==> config.mk <==
export PLATFORM = sky130hd
export DESIGN_NAME = efd_div
export DESIGN_NICKNAME = d
export VERILOG_FILES = /design/src/design/efd_div.sv
export SDC_FILE = /design/constraint.sdc
export NUM_CORES = 1
export LEC_CHECK = 0
export ABC_AREA = 1
export BUFFER_PORTS_ARGS = -buffer_cell sky130_fd_sc_hd__clkbuf_2
export CAP_MARGIN = 20
export CORE_MARGIN = 4
export CORE_UTILIZATION = 37
export DETAILED_ROUTE_END_ITERATION = 12
export PLACE_DENSITY_LB_ADDON = 0.05
export SLEW_MARGIN = 20
export SYNTH_ARGS = -nofsm -noshare
export SYNTH_HDL_FRONTEND = slang
export SYNTH_SLANG_ARGS = --single-unit
export TNS_END_PERCENT = 5
==> constraint.sdc <==
create_clock -name clk_i -period 4.3 [get_ports clk_i]
set_input_delay 0.645 -clock clk_i [delete_from_list [all_inputs] [get_ports clk_i]]
set_output_delay 0.645 -clock clk_i [all_outputs]
set_load 0.03 [all_outputs]
==> src/design/efd_div.sv <==
// Serial restoring divider, one quotient bit per cycle.
`default_nettype none
module efd_div #(
  parameter int unsigned W = 13
) (
  input  wire                clk_i,
  input  wire                rst_ni,
  input  wire                start_i,
  input  wire  [W-1:0]       dividend_i,
  input  wire  [W-1:0]       divisor_i,
  output logic               done_o,
  output logic [W-1:0]       quotient_o
);
  localparam int unsigned CW = $clog2(W + 1);

  logic          busy_q, busy_d;
  logic [CW-1:0] cnt_q, cnt_d;
  logic [W-1:0]  quo_q, quo_d;
  logic [W:0]    rem_q, rem_d;
  logic [W-1:0]  dvs_q, dvs_d;
  logic [W:0]    trial;

  // Shift one bit in and subtract where it fits
  always_comb begin
    busy_d = busy_q;
    cnt_d  = cnt_q;
    quo_d  = quo_q;
    rem_d  = rem_q;
    dvs_d  = dvs_q;
    trial  = {rem_q[W-1:0], quo_q[W-1]};
    if (start_i) begin
      busy_d = 1'b1;
      cnt_d  = CW'(W);
      quo_d  = dividend_i;
      rem_d  = '0;
      dvs_d  = divisor_i;
    end else if (busy_q) begin
      if (trial >= {1'b0, dvs_q}) begin
        rem_d = trial - {1'b0, dvs_q};
        quo_d = {quo_q[W-2:0], 1'b1};
      end else begin
        rem_d = trial;
        quo_d = {quo_q[W-2:0], 1'b0};
      end
      cnt_d = cnt_q - 1'b1;
      if (cnt_q == CW'(1)) busy_d = 1'b0;
    end
  end

  always_ff @(posedge clk_i or negedge rst_ni) begin
    if (!rst_ni) begin
      busy_q <= 1'b0;
      cnt_q  <= '0;
    end else begin
      busy_q <= busy_d;
      cnt_q  <= cnt_d;
    end
  end

  always_ff @(posedge clk_i) begin
    quo_q <= quo_d;
    rem_q <= rem_d;
    dvs_q <= dvs_d;
  end

  assign done_o     = busy_q && (cnt_q == CW'(1));
  assign quotient_o = quo_d;

  // The counter only runs while busy
  assert property (@(posedge clk_i) disable iff (!rst_ni) !busy_q |-> !done_o)
    else $error("divider done while idle");
  assert property (@(posedge clk_i) disable iff (!rst_ni) done_o |=> !busy_q || $past(start_i))
    else $error("divider busy after done");
  assert property (@(posedge clk_i) disable iff (!rst_ni) start_i |=> busy_q)
    else $error("divider did not start");

endmodule
`default_nettype wire

==> results.cfg, run 1 <==
[outcome]
outcome = finished clean

[setup_path]
cpMaxStageDelayCell = fa_1
critPathTopFamily = adder cells
crit_path_end_kind = output port
critPathArrivalTime_ps = 2400
path_class = register to output port
cp_max_fo = 16
rr_worst_depth = 12
path_buf_inv = 3
start_kind = register
worstSetupStartpoint = quo_q[12]$_DFF_P_
rr_endpoint = rem_q[10]$_SDFFE_PP0P_
slowest_delay_ps = 390
reg2reg_from = quo_q[12]$_DFF_P_
crit_path_frequent_cell = inv_1
worstPathCellList = inv_1 > ha_1 > fa_1 > inv_1 > nand2_1 > nand3_2 > nand2_2 > nand3_4 > nor2_4 > o21ai_1 > clkbuf_2
crit_required_ps = 3650
r2r_slack_ps = 2250

[sta]
hold_viol = 0
rsz0062_at_grt = no
fin_crit_ps = 3050
setup_violations = 0
slew_headroom_pct = 69.0
fin_skew_ps = 9.28
finalCritPeriodShare_pct = 70.9
tightest_slew_ps = 464
fmax_mhz = 328
timing.setup.tns_ps = 0
drv_slew = 0
finalWorstSetupSlack_ps = 1250

[layout]
final_common_cell = nand2_1
final_cell_mix = nand2_1, inv_1, clkbuf_2
synthToLayoutAreaGrowth_pct = 14.9
nFillCells = 786
nets = 468
diodes = 0
drive_above_1_share_pct = 16.7

[clocking]
cts.sinks = 44
clk_latency_ps = 300
path_clk_slew_ps = 100
cts_made_buffers = 5
cts_tree = done
h-tree-depth = 2
cts.path.max_buffers = 2
post-cts-setup-buffers = 0
cts_resized = 0
root_buffer = clkbuf_8
hold_buffers = 0

[grt]
antenna_found_initial = 0
grt_overflow_total = 0
grt_first_pass_wirelength_mm = 10.5
grt_pass1_vias = 2260
grt_usage_pct = 15.3
grt_max_degree = 34

[yosys]
syn-cell-area_mm2 = 0.00272
synth-seq-area-share_pct = 38.0
synth_warnings = 0
ys_types = 33
syn_area_per_cell_um2 = 7.15
synth-seq-cells = 44
synth_cells = 381
syn_nets = 426

[placement]
place_congestion = 0.860
portBuffers = 42
preCtsSetupSlack_ps = 1600
dpl.hpwl_mm = 4.94

[power]
leakagePower_nw = 1.69
power_density_mw_per_mm2 = 566
vdd.ir_drop.worst_uv = 185

[drt]
drtIter0Drc = 85
vias = 2406
first_pass_iters = 5
antenna_left = 0
drc = 0
wl_per_cell_um = 12.3
viasPerCell = 4.60
finalWirelength_mm = 6.42

[floorplanning]
io_pins = 43
initial_core_util_pct = 37.8
fp.dieW_um = 93.8
core_mm2 = 0.00721
fp-row-count = 31
die_area_mm2 = 0.00880
die_y_um = 93.8

[hold_path]
hp-class = input port to asynchronous set/reset pin

[flow_run]
max_cap_violations = 0
report_power, final:
group | internal [mW] | leakage, nW | switching [mW]
clock network | 0.175 | 0.0548 | 0.160
logic | 0.300 | 1.24 | 0.566
registers | 0.509 | 0.394 | 0.0597
cell usage after synthesis (all sizes together):
cell type    n  share of area, %
inv         77                11
xor2         2              0.64
nor2        31               4.9
dfxtp       26                19
dfrtp        5               4.6
ha          15               6.9
nor3         1              0.18
o211ai       3              0.83
a21oi        6               1.2
clkbuf       5              0.69
nand3b       1              0.28
and2         1              0.23
nand3       34               7.8
clkinv       2              0.28
nand2      124                17
fa           1              0.73
o221ai      12               3.9
edfxtp      13                14
nand4       10               2.3
buf          4               1.5
o21ai        7               1.4
o22ai        1              0.23
cell families (layout without fill, tap and decap cells):
group | count (synthesis) | after routing | synth area share [%]
AOI/OAI and AO/OA | 29 | 29 | 7.58
xor gates and xnor gates | 2 | 2 | 0.643
adders and majority gates | 16 | 16 | 7.63
buffers and inverters | 88 | 131 | 13.0
DFF | 44 | 44 | 38.0
and+or+nand+nor | 202 | 202 | 33.1
through the flow:
step                      instance area, um^2  cells  hold slack, ps  utilization, %  total power, mW
after floorplan                          2720    381             349               -             1.27
after global placement                   3010    515             472            41.8             1.45
after detailed placement                 3010    515             471            41.8             1.45
after CTS                                3130    523             134            43.4             1.79
after global routing                     3130    523             135            43.4             1.93
final                                    3130    523             143            43.4             1.77
layer usage:
metal,global-route usage (%),vias to the layer above,routed length [um],share of wire (%)
met5,0,-,0,0
met4,4.57,0,103,1.6
met3,3.13,8,257,4.0
met2,25.2,48,3060,48
met1,20.0,1058,2990,47
li1,-,1292,-,-
final cells by class:
type	count	area (um^2)	area share (%)
clock inverters	3	46.3	1.48
flip-flops and latches	44	1040	33.1
well taps	99	124	3.96
clock buffers	5	68.8	2.20
inverters	79	297	9.48
multi-input cells	249	1330	42.6
repair buffers	44	225	7.20
how the worst max path moves through the flow:
stage / depth (start not counted) / end
after floorplan: 10 / quotient_o[0]
after global placement: 5 / quotient_o[12]
after detailed placement: 11 / quotient_o[0]
after CTS: 11 / quotient_o[0]
after global routing: 11 / quotient_o[0]
final: 11 / quotient_o[0]
sequential cells by signal, indices dropped and copies added, names as in the netlist:
| signal | cells |
|---|---|
| busy_q | 1 |
| cnt_q | 4 |
| dvs_q | 13 |
| quo_q | 13 |
| rem_q | 13 |
No activity file was read; power rests on OpenSTA's default activity.
==> run 2, diff against run 1 <==
==> constraint.sdc (replaced) <==
create_clock -name clk_i -period 2.5 [get_ports clk_i]
set_input_delay 0.375 -clock clk_i [delete_from_list [all_inputs] [get_ports clk_i]]
set_output_delay 0.375 -clock clk_i [all_outputs]
set_load 0.03 [all_outputs]
==> run 2 against run 1 <==
  * Critical endpoint unchanged
  * Hold slack improved by 91 ps
  * Count of clock-buffer cells in the layout did not move
  * Highest routed layer unchanged
  * Final area rose by 5.9%
  * Die area did not move
  * Via count rose by 1.4%
  * Flip-flop and latch count did not move
  * Critical path depth fell by 1
  * Worst setup slack got worse by 1200 ps
  * Routed wire length rose by 5.3%
==> results.cfg, run 2 (synthesis results as in run 1) <==
[layout]
final_cell_mix = nand2_1, inv_1, clkbuf_2
nets = 481
utilization_pct = 45.9
nFillCells = 815
drive_above_1_share_pct = 21.7
final_common_cell = nand2_1
multi_input_area_mm2 = 0.00141
diodes = 0
seq_area_mm2 = 0.00104
synthToLayoutAreaGrowth_pct = 21.6
final_area_mm2 = 0.00331
top_regs = dvs_q (13), quo_q (13), rem_q (13)

[setup_path]
cpMaxStageDelayCell = fa_2
worstPathCellList = ha_2 > fa_2 > inv_2 > nand2_2 > nand3_2 > nand2_2 > nand3_4 > nor2_4 > o21ai_2 > clkbuf_8
start_kind = register
crit_path_frequent_cell = nand2_2
critPathArrivalTime_ps = 2080
path_buf_inv = 2
critPathTopFamily = adder cells
crit_required_ps = 2120
slowest_delay_ps = 400
crit_path_end_kind = output port
cp_max_fo = 5
path_class = register to output port

[sta]
slew_headroom_pct = 66.8
fmax_mhz = 407
fin_skew_ps = 13.5
setup_violations = 0
timing.setup.tns_ps = 0
finalCritPeriodShare_pct = 98.4
hold_viol = 0
rsz0062_at_grt = yes
holdWs_ps = 234
drv_slew = 0
fin_crit_ps = 2460
tightest_slew_ps = 497

[drt]
drc = 0
antenna_left = 0
drtIter0Drc = 103
viasPerCell = 4.55
finalWirelength_mm = 6.76
vias = 2439
wl_per_cell_um = 12.6
first_pass_iters = 4

[floorplanning]
io_pins = 43
die_area_mm2 = 0.00880
fp-row-count = 31
initial_core_util_pct = 37.8
core_mm2 = 0.00721
die_y_um = 93.8
fp.dieW_um = 93.8

[grt]
grt_max_degree = 33
antenna_found_initial = 0
grt_first_pass_wirelength_mm = 11.3
grt_usage_pct = 16.2
grt_pass1_vias = 2417
grt_overflow_total = 0

[clocking]
cts.sinks = 44
cts.path.max_buffers = 2
cts_made_buffers = 5
h-tree-depth = 2
cts_tree = done
root_buffer = clkbuf_8
clk_latency_ps = 310
path_clk_slew_ps = 100

[power]
pwr-share-comb_pct = 52.5
netSwitchingFraction_pct = 43.1
netSwitchingPower_mw = 1.43
leakagePower_nw = 1.75
internal-power_mw = 1.89
power_density_mw_per_mm2 = 1000
vdd.ir_drop.worst_uv = 372
power_frac_seq_pct = 30.0
clockPowerShare_pct = 17.5

[placement]
place_area_mm2 = 0.00304
dpl.hpwl_mm = 5.14
portBuffers = 42
place_congestion = 0.888

[outcome]
outcome = finished clean

[hold_path]
hp-class = input port to register

[flow_run]
max_cap_violations = 0
run 2: changes by cell type in the layout (fill, tap and decap cells not counted), sizes merged:
cell	previous run	this run
buf	2	14
inv	78	79
dlygate4sd3	0	1
clkinvlp	1	0
run 2: area by class of cell:
| type | count | area share [%] |
|---|---|---|
| Multi-Input combinational cell | 249 | 42.5 |
| Sequential cell | 44 | 31.3 |
| Timing Repair Buffer | 57 | 10.1 |
| Inverter | 79 | 8.95 |
| Tap cell | 99 | 3.74 |
| Clock buffer | 5 | 2.08 |
| Clock inverter | 3 | 1.36 |
run 2: what timing repair did:
item                                    4_1_cts  5_1_grt
buffers inserted                              1        8
endpoints found under the setup margin        1       13
gates resized for setup                       4       14
hold endpoints to repair                      5        0
pin swaps                                     1        7
hold buffers                                  1        0
run 2: layer usage:
metal	track usage, %	vias up	wire (um)
met5	0	-	0
met4	3.73	0	68
met1	20.5	1082	3130
li1	-	1312	-
met2	28.3	40	3300
met3	3.37	5	259
run 2: per-stage QoR:
stage	setup slack [ps]	power, mW	std cells
2_1_floorplan	217	2.19	381
3_3_place_gp	250	2.52	518
3_5_place_dp	221	2.53	518
4_1_cts	0.687	3.15	528
5_1_grt	-83.7	3.64	536
6_report	40.7	3.32	536
run 2: power groups by stage:
stage | Combinational (mW) | Sequential (mW) | Clock, mW
after global routing | 2.00 | 1.02 | 0.624
after global placement | 1.53 | 0.995 | 0
after floorplan | 1.23 | 0.958 | 0
after detailed placement | 1.53 | 0.997 | 0
after CTS | 1.57 | 0.981 | 0.601
final | 1.74 | 0.998 | 0.581
run 2: worst paths after layout:
check                                      from                      to  slack (ps)  depth (start not counted)
min in group asynchronous                rst_ni    cnt_q[3]$_DFFE_PN0P_         410                          2
min reg2reg                cnt_q[3]$_DFFE_PN0P_    cnt_q[3]$_DFFE_PN0P_         510                          1
max                          dvs_q[0]$_DFFE_PP_           quotient_o[0]          40                         10
min                               divisor_i[10]     dvs_q[10]$_DFFE_PP_         230                          1
max in group asynchronous                rst_ni    cnt_q[0]$_DFFE_PN0P_        1940                          2
max reg2reg                  dvs_q[0]$_DFFE_PP_  rem_q[10]$_SDFFE_PP0P_         400                         13
==> run 3, diff against run 2 <==
--- a/config.mk
+++ b/config.mk
@@ -8,6 +8,7 @@
 export ABC_AREA = 1
 export BUFFER_PORTS_ARGS = -buffer_cell sky130_fd_sc_hd__clkbuf_2
 export CAP_MARGIN = 20
+export CORE_ASPECT_RATIO = 1.2
 export CORE_MARGIN = 4
 export CORE_UTILIZATION = 37
 export DETAILED_ROUTE_END_ITERATION = 12
==> run 3 against run 2 <==
  * Register-to-register slack better by 60 ps
  * Via count is 0.78% higher
  * Sequential share of layout area increased by 0.44 points
  * Count of clock-buffer cells in the layout is 2 higher
  * First-iteration DRC count down 13%
  * Largest cell class unchanged
  * Worst setup slack worse by 2.6 ps
  * Largest power group unchanged
  * Hold slack better by 14 ps
  * Routed wire length shrank 1.8%
==> results.cfg, run 3 (synthesis results as in run 1) <==
[setup_path]
start_kind = register
cp_max_fo = 4
crit_required_ps = 2120
crit_path_end_kind = output port
critPathArrivalTime_ps = 2090
path_class = register to output port

[floorplanning]
core_mm2 = 0.00719
die_area_mm2 = 0.00880
fp.dieW_um = 86.3
die_y_um = 102
io_pins = 43
initial_core_util_pct = 37.9
fp-row-count = 34

[drt]
finalWirelength_mm = 6.64
antenna_left = 0
drtIter0Drc = 90
viasPerCell = 4.70
first_pass_iters = 4
drc = 0
vias = 2458
wl_per_cell_um = 12.7

[clocking]
cts_tree = done
h-tree-depth = 2
cts_made_buffers = 5
clk_latency_ps = 300
path_clk_slew_ps = 90
cts.sinks = 44
cts.path.max_buffers = 2
root_buffer = clkbuf_8

[flow_run]
max_cap_violations = 0

[grt]
grt_first_pass_wirelength_mm = 11.2
grt_overflow_total = 0
grt_usage_pct = 16.1
grt_max_degree = 27
antenna_found_initial = 0
grt_pass1_vias = 2400

[layout]
fin_cells = 523
drive_above_1_share_pct = 21.0
synthToLayoutAreaGrowth_pct = 20.1
top_regs = dvs_q (13), quo_q (13), rem_q (13)
final_area_mm2 = 0.00327
final_common_cell = nand2_1
diodes = 0
nets = 477
final_cell_mix = nand2_1, inv_1, clkbuf_2

[sta]
drv_slew = 0
holdWs_ps = 248
tightest_slew_ps = 477
timing.setup.tns_ps = 0
fin_skew_ps = 4.04
hold_viol = 0
fin_crit_ps = 2460
rsz0062_at_grt = yes
finalCritPeriodShare_pct = 98.5
setup_violations = 0
slew_headroom_pct = 68.1
fmax_mhz = 406

[power]
power_mw = 3.17
power_density_mw_per_mm2 = 970
vdd.ir_drop.worst_uv = 385
leakagePower_nw = 1.77

[hold_path]
hp-class = input port to register

[placement]
dpl.cell_count = 510
portBuffers = 42
place_area_mm2 = 0.00303
place_congestion = 0.885
dpl.hpwl_mm = 5.23

[outcome]
outcome = finished clean
[run 3: metal layers]
metal	global-route usage (%)	wire length [um]	up-vias	share of wire, %
li1	-	-	1308	-
met1	20.1	3010	1088	45
met5	0	0	-	0
met2	26.9	3180	50	48
met3	3.63	293	12	4.4
met4	6.12	154	0	2.3
[run 3: power by group]
| group | switching [mW] | internal (mW) | leakage, nW |
|---|---|---|---|
| logic | 1.01 | 0.624 | 1.31 |
| clock network | 0.261 | 0.287 | 0.0596 |
| registers | 0.109 | 0.876 | 0.394 |
| total | 1.38 | 1.79 | 1.77 |
[run 3: path summary, 6_finish.rpt]
| path | from | endpoint | slack [ps] | cells past startpoint |
|---|---|---|---|---|
| max in group asynchronous | rst_ni | cnt_q[0]$_DFFE_PN0P_ | 1950 | 2 |
| worst min register to register | rem_q[1]$_SDFFE_PP0P_ | rem_q[1]$_SDFFE_PP0P_ | 500 | 2 |
| min in group asynchronous | rst_ni | cnt_q[3]$_DFFE_PN0P_ | 410 | 2 |
| worst min-delay path | divisor_i[10] | dvs_q[10]$_DFFE_PP_ | 250 | 1 |
| worst max-delay path | dvs_q[0]$_DFFE_PP_ | quotient_o[0] | 40 | 10 |
| worst max register to register | dvs_q[0]$_DFFE_PP_ | rem_q[10]$_SDFFE_PP0P_ | 460 | 12 |
[run 3: cell type report]
cell class	count	area [um^2]
clock buffer	7	108
clock inverter	1	8.76
fill	756	3920
inverter	79	297
multi-input combinational	249	1400
sequential	44	1040
tap	90	113
timing repair buffer	53	304
[run 3: metrics by stage]
stage	util [%]	worst slack, ps
finish	45.5	38.2
global route	45.5	-74.8
CTS	44.2	17.4
detailed placement	42.2	221
global placement	42.2	242
floorplan	-	217
[run 3: critical path, cell delays in order (launching register included)]
cell      delay, ps
edfxtp_1        380
ha_2            210
fa_2            410
inv_2           100
nand2_4          60
nand3_4          90
nand2_4          60
nand3_4          80
nor2_4           50
o21ai_2         160
clkbuf_8        180
[run 3: timing repair]
| item | 4_1_cts | 5_1_grt |
|---|---|---|
| pin swaps | 0 | 8 |
| endpoints found under the setup margin | 1 | 1 |
| buffers inserted | 0 | 4 |
| hold endpoints to repair | 5 | 0 |
| hold buffers | 1 | 0 |
| resized for setup | 5 | 14 |
